$ cat src/see_pkg.sv
`default_nettype none
package see_pkg;

    localparam int TABLE_BYTES = 256;
    localparam int SLOT_BYTES  = 32;
    localparam int SLOT_COUNT  = SLOT_BYTES / 4;
    localparam int CLEAR_DOTS  = 64;
    localparam int LAST_DOT    = 256;

    localparam int TADDR_W = $clog2(TABLE_BYTES);
    localparam int SADDR_W = $clog2(SLOT_BYTES);
    localparam int SIDX_W  = SADDR_W - 2;
    localparam int PTR_W   = 9;
    localparam int FILL_W  = 6;
    localparam int DOT_W   = 9;

    typedef logic [7:0] t_byte;

    localparam t_byte EMPTY_BYTE = 8'hFF;

    typedef enum logic [1:0] {
        REQ_EVAL     = 2'd0,
        REQ_TABLE_WR = 2'd1,
        REQ_SLOT_RD  = 2'd2,
        REQ_CLR_OVF  = 2'd3
    } t_req;

    // (line - y) mod 256 below the sprite height
    function automatic logic y_in_range(input t_byte y, input t_byte line, input logic tall);
        t_byte diff;
        diff = line - y;
        return (diff[7:4] == 4'd0) && (tall || !diff[3]);
    endfunction

endpackage
`default_nettype wire

$ cat src/see_if.sv
`default_nettype none
interface see_item_if;
    import see_pkg::*;

    logic       valid;
    logic       ready;
    logic [1:0] req_type;
    logic [8:0] dot;
    logic [7:0] scanline;
    logic [7:0] table_addr;
    logic [7:0] table_data;
    logic [4:0] slot_byte;

    modport source (output valid, req_type, dot, scanline, table_addr, table_data, slot_byte,
                    input ready);
    modport sink   (input valid, req_type, dot, scanline, table_addr, table_data, slot_byte,
                    output ready);
endinterface

interface see_result_if;
    import see_pkg::*;

    logic  valid;
    logic  ready;
    t_byte read_byte;
    t_byte sprite_number;
    logic  overflow;
    logic  scan_done;

    modport source (output valid, read_byte, sprite_number, overflow, scan_done,
                    input ready);
    modport sink   (input valid, read_byte, sprite_number, overflow, scan_done,
                    output ready);
endinterface
`default_nettype wire

$ cat src/see_ram.sv
`default_nettype none
module see_ram #(
    parameter int DEPTH = 256,
    parameter int WIDTH = 8
) (
    input  wire logic                     i_clk,
    input  wire logic                     i_we,
    input  wire logic [$clog2(DEPTH)-1:0] i_waddr,
    input  wire logic [WIDTH-1:0]         i_wdata,
    input  wire logic                     i_re,
    input  wire logic [$clog2(DEPTH)-1:0] i_raddr,
    output logic      [WIDTH-1:0]         o_rdata
);
    logic [WIDTH-1:0] mem [DEPTH];

    always_ff @(posedge i_clk) begin
        if (i_we) begin
            mem[i_waddr] <= i_wdata;
        end
        // read data holds until the next read
        if (i_re) begin
            o_rdata <= mem[i_raddr];
        end
    end
endmodule
`default_nettype wire

$ cat src/sprite_evaluation_engine.sv
// Sprite evaluation engine: one item per clock when the result side keeps up.
// The result beat is valid in the cycle after the input beat is taken.
// Throughput: 1 item/cycle if not stalled; one read-modify-write of state per beat.
// Reset (synchronous, i_rst_n low): pointers, overflow, slot numbers and store valid
// bits clear at once; no clearing pass. Primary table is not cleared.
`default_nettype none
module sprite_evaluation_engine (
    input  wire logic  i_clk,
    input  wire logic  i_rst_n,
    input  wire logic  i_cfg_we,
    input  wire logic  i_cfg_wdata,
    see_item_if.sink   i_item,
    see_result_if.source o_result
);
    import see_pkg::*;

    // ---------------------------------------------------------------
    // State registers
    // ---------------------------------------------------------------
    logic [PTR_W-1:0]  r_scan, n_scan;
    logic [FILL_W-1:0] r_fill, n_fill;
    logic              r_ovf, n_ovf;
    logic              r_tall;
    // byte latch: either a constant (reset / dot 1) or the primary table read data
    logic              r_lsel, n_lsel;
    t_byte             r_lconst, n_lconst;
    t_byte             r_slot_num [SLOT_COUNT];
    t_byte             n_slot_num [SLOT_COUNT];
    // secondary store valid bits reset to zero: an entry reads zero until first written
    logic [SLOT_BYTES-1:0] r_sec_vld;

    // output stage
    logic  r_out_valid;
    logic  r_res_rd;
    logic  r_res_vld;
    t_byte r_res_snum;
    logic  r_res_ovf;
    logic  r_res_done;

    logic w_acc;
    assign i_item.ready = !r_out_valid || o_result.ready;
    assign w_acc        = i_item.valid && i_item.ready;

    // ---------------------------------------------------------------
    // Memories
    // ---------------------------------------------------------------
    logic               pri_we, pri_re;
    logic [TADDR_W-1:0] pri_waddr, pri_raddr;
    t_byte              pri_q;

    logic               sec_we, sec_re;
    logic [SADDR_W-1:0] sec_waddr, sec_raddr;
    t_byte              sec_wdata, sec_q;

    see_ram #(.DEPTH(TABLE_BYTES), .WIDTH(8)) u_primary (
        .i_clk   (i_clk),
        .i_we    (pri_we),
        .i_waddr (pri_waddr),
        .i_wdata (i_item.table_data),
        .i_re    (pri_re),
        .i_raddr (pri_raddr),
        .o_rdata (pri_q)
    );

    see_ram #(.DEPTH(SLOT_BYTES), .WIDTH(8)) u_secondary (
        .i_clk   (i_clk),
        .i_we    (sec_we),
        .i_waddr (sec_waddr),
        .i_wdata (sec_wdata),
        .i_re    (sec_re),
        .i_raddr (sec_raddr),
        .o_rdata (sec_q)
    );

    // ---------------------------------------------------------------
    // Evaluation step. An even dot is taken at least one beat after any
    // odd dot that read the table, so pri_q is ready by then.
    // ---------------------------------------------------------------
    t_byte            w_latch;
    logic [DOT_W-1:0] w_clr_idx;
    logic             w_inrange;
    logic             w_is_eval;
    logic             w_rd_ok;

    assign w_latch   = r_lsel ? pri_q : r_lconst;
    assign w_clr_idx = (i_item.dot >> 1) - DOT_W'(1);
    assign w_inrange = y_in_range(w_latch, i_item.scanline, r_tall);
    assign w_is_eval = w_acc && (i_item.req_type == REQ_EVAL);
    assign w_rd_ok   = {1'b0, i_item.slot_byte} < 6'(SLOT_BYTES);

    always_comb begin
        n_scan     = r_scan;
        n_fill     = r_fill;
        n_ovf      = r_ovf;
        n_lsel     = r_lsel;
        n_lconst   = r_lconst;
        n_slot_num = r_slot_num;
        sec_we     = 1'b0;
        sec_waddr  = r_fill[SADDR_W-1:0];
        sec_wdata  = w_latch;
        pri_re     = 1'b0;
        pri_raddr  = r_scan[TADDR_W-1:0];

        if (w_is_eval && i_item.dot != '0 && i_item.dot <= DOT_W'(LAST_DOT)) begin
            if (i_item.dot <= DOT_W'(CLEAR_DOTS)) begin
                if (i_item.dot == DOT_W'(1)) begin
                    n_scan   = '0;
                    n_fill   = '0;
                    n_lsel   = 1'b0;
                    n_lconst = EMPTY_BYTE;
                    for (int i = 0; i < SLOT_COUNT; i++) begin
                        n_slot_num[i] = EMPTY_BYTE;
                    end
                end else if (!i_item.dot[0] && w_clr_idx < DOT_W'(SLOT_BYTES)) begin
                    sec_we    = 1'b1;
                    sec_waddr = w_clr_idx[SADDR_W-1:0];
                    sec_wdata = EMPTY_BYTE;
                end
            end else if (r_scan < PTR_W'(TABLE_BYTES)) begin
                if (i_item.dot[0]) begin
                    pri_re = 1'b1;
                    n_lsel = 1'b1;
                end else if (r_fill < FILL_W'(SLOT_BYTES)) begin
                    sec_we = 1'b1;
                    if (r_scan[1:0] == 2'd0 && !w_inrange) begin
                        // skip the rest of this sprite
                        n_scan = r_scan + PTR_W'(4);
                    end else begin
                        if (r_scan[1:0] == 2'd0) begin
                            n_slot_num[r_fill[SADDR_W-1:2]] = 8'(r_scan >> 2);
                        end
                        n_fill = r_fill + FILL_W'(1);
                        n_scan = r_scan + PTR_W'(1);
                    end
                end else if (w_inrange) begin
                    n_ovf  = 1'b1;
                    n_scan = PTR_W'(TABLE_BYTES);
                end else begin
                    // slots full: sprite and byte index both step (diagonal walk)
                    n_scan = {r_scan[PTR_W-1:2] + (PTR_W-2)'(1), r_scan[1:0] + 2'd1};
                end
            end
        end else if (w_acc && i_item.req_type == REQ_CLR_OVF) begin
            n_ovf = 1'b0;
        end
    end

    assign pri_we    = w_acc && (i_item.req_type == REQ_TABLE_WR)
                       && (PTR_W'(i_item.table_addr) < PTR_W'(TABLE_BYTES));
    assign pri_waddr = i_item.table_addr[TADDR_W-1:0];
    assign sec_re    = w_acc && (i_item.req_type == REQ_SLOT_RD);
    assign sec_raddr = i_item.slot_byte[SADDR_W-1:0];

    // ---------------------------------------------------------------
    // Registers
    // ---------------------------------------------------------------
    always_ff @(posedge i_clk) begin
        if (!i_rst_n) begin
            r_scan      <= '0;
            r_fill      <= '0;
            r_ovf       <= 1'b0;
            r_tall      <= 1'b0;
            r_lsel      <= 1'b0;
            r_lconst    <= '0;
            r_sec_vld   <= '0;
            r_out_valid <= 1'b0;
            for (int i = 0; i < SLOT_COUNT; i++) begin
                r_slot_num[i] <= '0;
            end
        end else begin
            if (i_cfg_we) begin
                r_tall <= i_cfg_wdata;
            end
            r_scan     <= n_scan;
            r_fill     <= n_fill;
            r_ovf      <= n_ovf;
            r_lsel     <= n_lsel;
            r_lconst   <= n_lconst;
            r_slot_num <= n_slot_num;
            if (sec_we) begin
                r_sec_vld[sec_waddr] <= 1'b1;
            end
            if (w_acc) begin
                r_out_valid <= 1'b1;
            end else if (o_result.ready) begin
                r_out_valid <= 1'b0;
            end
        end
    end

    // result payload, captured with the input beat
    always_ff @(posedge i_clk) begin
        if (w_acc) begin
            r_res_rd   <= sec_re && w_rd_ok;
            r_res_vld  <= r_sec_vld[sec_raddr];
            r_res_ovf  <= n_ovf;
            r_res_done <= n_scan >= PTR_W'(TABLE_BYTES);
            if (!sec_re) begin
                r_res_snum <= '0;
            end else if (w_rd_ok) begin
                r_res_snum <= r_slot_num[i_item.slot_byte[SADDR_W-1:2]];
            end else begin
                r_res_snum <= EMPTY_BYTE;
            end
        end
    end

    assign o_result.valid         = r_out_valid;
    assign o_result.read_byte     = (r_res_rd && r_res_vld) ? sec_q : '0;
    assign o_result.sprite_number = r_res_snum;
    assign o_result.overflow      = r_res_ovf;
    assign o_result.scan_done     = r_res_done;

endmodule
`default_nettype wire

$ cat src/flat_wrapper.sv
// flat-port wrapper written by rule: the top's interface ports become plain ports
module sprite_evaluation_engine_flat import see_pkg::*;
  (i_clk, i_rst_n, i_cfg_we, i_cfg_wdata, i_item_valid, i_item_req_type, i_item_dot, i_item_scanline, i_item_table_addr, i_item_table_data, i_item_slot_byte, i_item_ready, o_result_valid, o_result_read_byte, o_result_sprite_number, o_result_overflow, o_result_scan_done, o_result_ready);
  see_item_if i_item_i ();
  see_result_if o_result_i ();
  input  wire logic i_clk;
  input  wire logic i_rst_n;
  input  wire logic i_cfg_we;
  input  wire logic i_cfg_wdata;
  input wire logic [$bits(i_item_i.valid)-1:0] i_item_valid;
  input wire logic [$bits(i_item_i.req_type)-1:0] i_item_req_type;
  input wire logic [$bits(i_item_i.dot)-1:0] i_item_dot;
  input wire logic [$bits(i_item_i.scanline)-1:0] i_item_scanline;
  input wire logic [$bits(i_item_i.table_addr)-1:0] i_item_table_addr;
  input wire logic [$bits(i_item_i.table_data)-1:0] i_item_table_data;
  input wire logic [$bits(i_item_i.slot_byte)-1:0] i_item_slot_byte;
  output wire logic [$bits(i_item_i.ready)-1:0] i_item_ready;
  output wire logic [$bits(o_result_i.valid)-1:0] o_result_valid;
  output wire logic [$bits(o_result_i.read_byte)-1:0] o_result_read_byte;
  output wire logic [$bits(o_result_i.sprite_number)-1:0] o_result_sprite_number;
  output wire logic [$bits(o_result_i.overflow)-1:0] o_result_overflow;
  output wire logic [$bits(o_result_i.scan_done)-1:0] o_result_scan_done;
  input wire logic [$bits(o_result_i.ready)-1:0] o_result_ready;
  assign i_item_i.valid = i_item_valid;
  assign i_item_i.req_type = i_item_req_type;
  assign i_item_i.dot = i_item_dot;
  assign i_item_i.scanline = i_item_scanline;
  assign i_item_i.table_addr = i_item_table_addr;
  assign i_item_i.table_data = i_item_table_data;
  assign i_item_i.slot_byte = i_item_slot_byte;
  assign i_item_ready = i_item_i.ready;
  assign o_result_valid = o_result_i.valid;
  assign o_result_read_byte = o_result_i.read_byte;
  assign o_result_sprite_number = o_result_i.sprite_number;
  assign o_result_overflow = o_result_i.overflow;
  assign o_result_scan_done = o_result_i.scan_done;
  assign o_result_i.ready = o_result_ready;
  sprite_evaluation_engine u_core (.i_clk(i_clk), .i_rst_n(i_rst_n), .i_cfg_we(i_cfg_we), .i_cfg_wdata(i_cfg_wdata), .i_item(i_item_i), .o_result(o_result_i));
endmodule
$ cat config.mk
export PLATFORM = sky130hd
export DESIGN_NAME = sprite_evaluation_engine_flat
export DESIGN_NICKNAME = d
export VERILOG_FILES = /design/src/see_pkg.sv /design/src/see_if.sv /design/src/see_ram.sv /design/src/sprite_evaluation_engine.sv /design/src/flat_wrapper.sv
export SDC_FILE = /design/constraint.sdc
export NUM_CORES = 2
export LEC_CHECK = 0
export ABC_AREA = 1
export BUFFER_PORTS_ARGS = -buffer_cell sky130_fd_sc_hd__buf_2
export CAP_MARGIN = 10
export CORE_MARGIN = 4
export CORE_UTILIZATION = 52
export CTS_CLUSTER_DIAMETER = 100
export DETAILED_ROUTE_END_ITERATION = 8
export PLACE_DENSITY = 0.68
export SLEW_MARGIN = 5
export SYNTH_ARGS = -nofsm -noshare
export SYNTH_HDL_FRONTEND = slang
export SYNTH_HIERARCHICAL = 1
export SYNTH_SLANG_ARGS = --single-unit
$ cat constraint.sdc
create_clock -name i_clk -period 3.5 [get_ports i_clk]
set_clock_uncertainty 0.2 [all_clocks]
set_input_delay 0.175 -clock i_clk [delete_from_list [all_inputs] [get_ports i_clk]]
set_output_delay 0.175 -clock i_clk [all_outputs]
set_load 0.005 [all_outputs]
==> qor.yml <==
run_status:
  outcome: "complete, no violations"
cts:
  insertion_delay_ns: 0.88
  cts_sinks: 2448
  cts_root_buffer: "clkbuf_16"
  cts_buffers: 236
  cts_tree: "yes"
  path_clk_slew_ns: 0.06
  cts_buffer_depth: 3
  cts_htree_levels: 4
routing:
  vias: 70200
  ant_nets: 0
  drc: 0
  firstDrtPassIters: 6
  drt_wl_total_um: 269000
  post_drt_via_cell_ratio: 5.87
  drt-initial-drc-count: 8387
  post_drt_wl_per_cell_um: 22.5
hold_path:
  hp-class: "in2reg"
synth:
  yosysTopAreaCell: "edfxtp_1"
  synthDistinctLibCells: 46
  syn-num-nets: 8976
  synth-edff-count: 2332
  synth.avg_cell_area_um2: 11.4
  netlist_instances: 8918
  yosysMostFrequentCell: "nand2_1"
  ys_seq_elements: 2448
  netlist.area_leader.share_pct: 69.1
  synth-main-ff-cell: "edfxtp_1"
  synth_area_leaders: "edfxtp_1, nand3_1, nand2_1"
  async_flop_share_pct: 0
  synthTopCellsByCount: "nand2_1, edfxtp_1, nand3_1, nor2_1, buf_2"
  mappedNetlistArea_um2: 101000
  ys_seq_area_share_pct: 71.4
  ys_warn_count: 6
floorplan:
  die_x_um: 449
  dieArea_um2: 202000
  initial_core_util_pct: 52.5
  fp.dieH_um: 449
  rows: 161
  core_area_um2: 193000
  io_pins: 66
power:
  powerDensity_nw_per_um2: 512
  leakage_nw: 41.0
  ir_drop_mv: 0.604
placed_design:
  placed_cell_area_um2: 107000
  place.gp.congestion: 0.872
  io_buffers: 65
  place_inst: 11500
  hpwl_um: 159000
timing:
  fmax_ghz: 0.299
  drv_slew: 0
  finalCriticalPeriod_ns: 3.35
  setup_viol_count_final: 0
  finalCritPeriodShare_pct: 95.7
  worstMarginPinSlew_ns: 1.12
  rsz0062_at_grt: "no"
  finalHoldViolCount: 0
  totalNegativeSetupSlack_ns: 0
  max-slew-margin-rel_pct: 25.3
critical_path:
  r2r_setup_slack_ns: 0.22
  criticalPathCategory: "in2reg"
  cp.arrival_ns: 3.73
  end_kind: "flop"
  path_max_fanout: 11
  cp-start-kind: "input port"
  crit_required_ns: 3.88
global_route:
  grt_max_degree: 140
  grt_pass1_wl_um: 407000
  grt_pass1_vias: 67600
  grt.total_usage_pct: 26.1
  antenna_found_initial: 4
  overflow: 0
cells_and_area:
  area_delta_synth_final_pct: 13.5
  utilization_pct: 59.5
  fin_nets: 9290
  final_cell_area_um2: 115000
  final_cells: 12000
  drive_gt1_share_pct: 10.6
run:
  drv_cap: 0
stage by stage:
stage | hold slack [ns] | worst slack (ns) | power, mW
finish | 0.0683 | 0.150 | 58.9
global route | 0.0663 | 0.00561 | 60.6
CTS | 0.0279 | 0.0844 | 59.2
detailed placement | 0.173 | 0.251 | 34.5
global placement | 0.166 | 0.193 | 34.5
floorplan | 0.0691 | 0.634 | 33.6
worst max-delay path: stages:
cell           delay (ns)
dlygate4sd3_1        0.53
buf_2                0.15
inv_2                0.10
nand3_2              0.13
nor2_1               0.18
nand2_1              0.08
dlygate4sd3_1        0.62
o21ai_4              0.22
nor2_4               0.06
nand2b_4             0.15
nand2_1              0.11
o21ai_4              0.14
clkinvlp_4           0.28
inv_1                0.17
nand3_1              0.23
nor2_1               0.17
buf_4                0.18
placed cells by master (no fill, tap or decap), types with 11 or more instances in the layout:
master / n
edfxtp_1: 2332
inv_1: 197
buf_2: 56
o21ai_1: 18
buf_4: 453
nand2_1: 2633
a21oi_1: 176
xor2_1: 13
clkinv_2: 49
clkinv_1: 60
buf_12: 80
nand3_1: 2256
dlygate4sd3_1: 58
clkbuf_16: 236
nor2_1: 356
dfxtp_1: 110
ha_1: 12
inv_2: 11
bufinv_16: 22
clkbuf_1: 55
o21ai_0: 114
cell type report:
type / instances / area, µm²
Antenna cell: 4 / 10.0
Clock buffer: 291 / 6110
Clock inverter: 144 / 1410
Fill cell: 15100 / 78200
Inverter: 219 / 866
Multi-Input combinational cell: 5672 / 25100
Sequential cell: 2448 / 72400
Tap cell: 2526 / 3160
Timing Repair Buffer: 655 / 5980
final timing paths:
kind | depth (start not counted) | from | to
min | 2 | i_item_table_data[3] | u_core/u_primary/mem[12][3]
max | 17 | i_item_dot[1] | u_core/u_secondary/mem[1][0]
max reg2reg | 17 | u_core/r_lsel | u_core/r_ovf
min reg2reg | 2 | u_core/r_slot_num[38] | u_core/r_slot_num[38]
what timing repair did:
item | CTS | global route
buffers inserted | 0 | 7
resized for setup | 0 | 11
hold buffers | 59 | 0
setup endpoints to repair | 0 | 215
endpoints found under the hold margin | 2496 | 0
cell families (layout without fill, tap and decap cells):
family | after synthesis | after routing | share of synthesized area (%)
AOI/OAI and AO/OA | 345 | 345 | 1.81
xor gates and xnor gates | 14 | 14 | 0.121
and+or+nand+nor | 5301 | 5301 | 22.6
adders and majority gates | 12 | 12 | 0.148
other | 0 | 4 | 0
DFF | 2448 | 2448 | 71.4
buffers and inverters | 798 | 1309 | 3.88
routing by layer:
layer	vias up	routed length (µm)	global-route usage [%]
met5	-	16	0
met4	2	10000	9.92
met3	568	25100	4.44
met2	3399	128000	42.2
met1	34200	106000	35.7
li1	32000	-	-
report_power, final:
group	leakage, nW	internal, mW	switching (mW)	total, mW
logic	15.3	0.482	1.49	1.97
registers	22.0	32.0	0.0166	32.0
clock network	3.69	14.0	10.9	24.9
registers in the layout, summed over array words and instances, names as in the netlist, 6 cells and up, named ones only:
| name | cells |
|---|---|
| u_core/r_slot_num | 64 |
| u_core/r_sec_vld | 32 |
| u_core/o_result.sprite_number | 8 |
| u_core/u_secondary/mem | 256 |
| u_core/u_primary/o_rdata | 8 |
| u_core/u_secondary/o_rdata | 8 |
| u_core/r_fill | 6 |
| u_core/u_primary/mem | 2048 |
No activity file was read; power rests on OpenSTA's default activity.
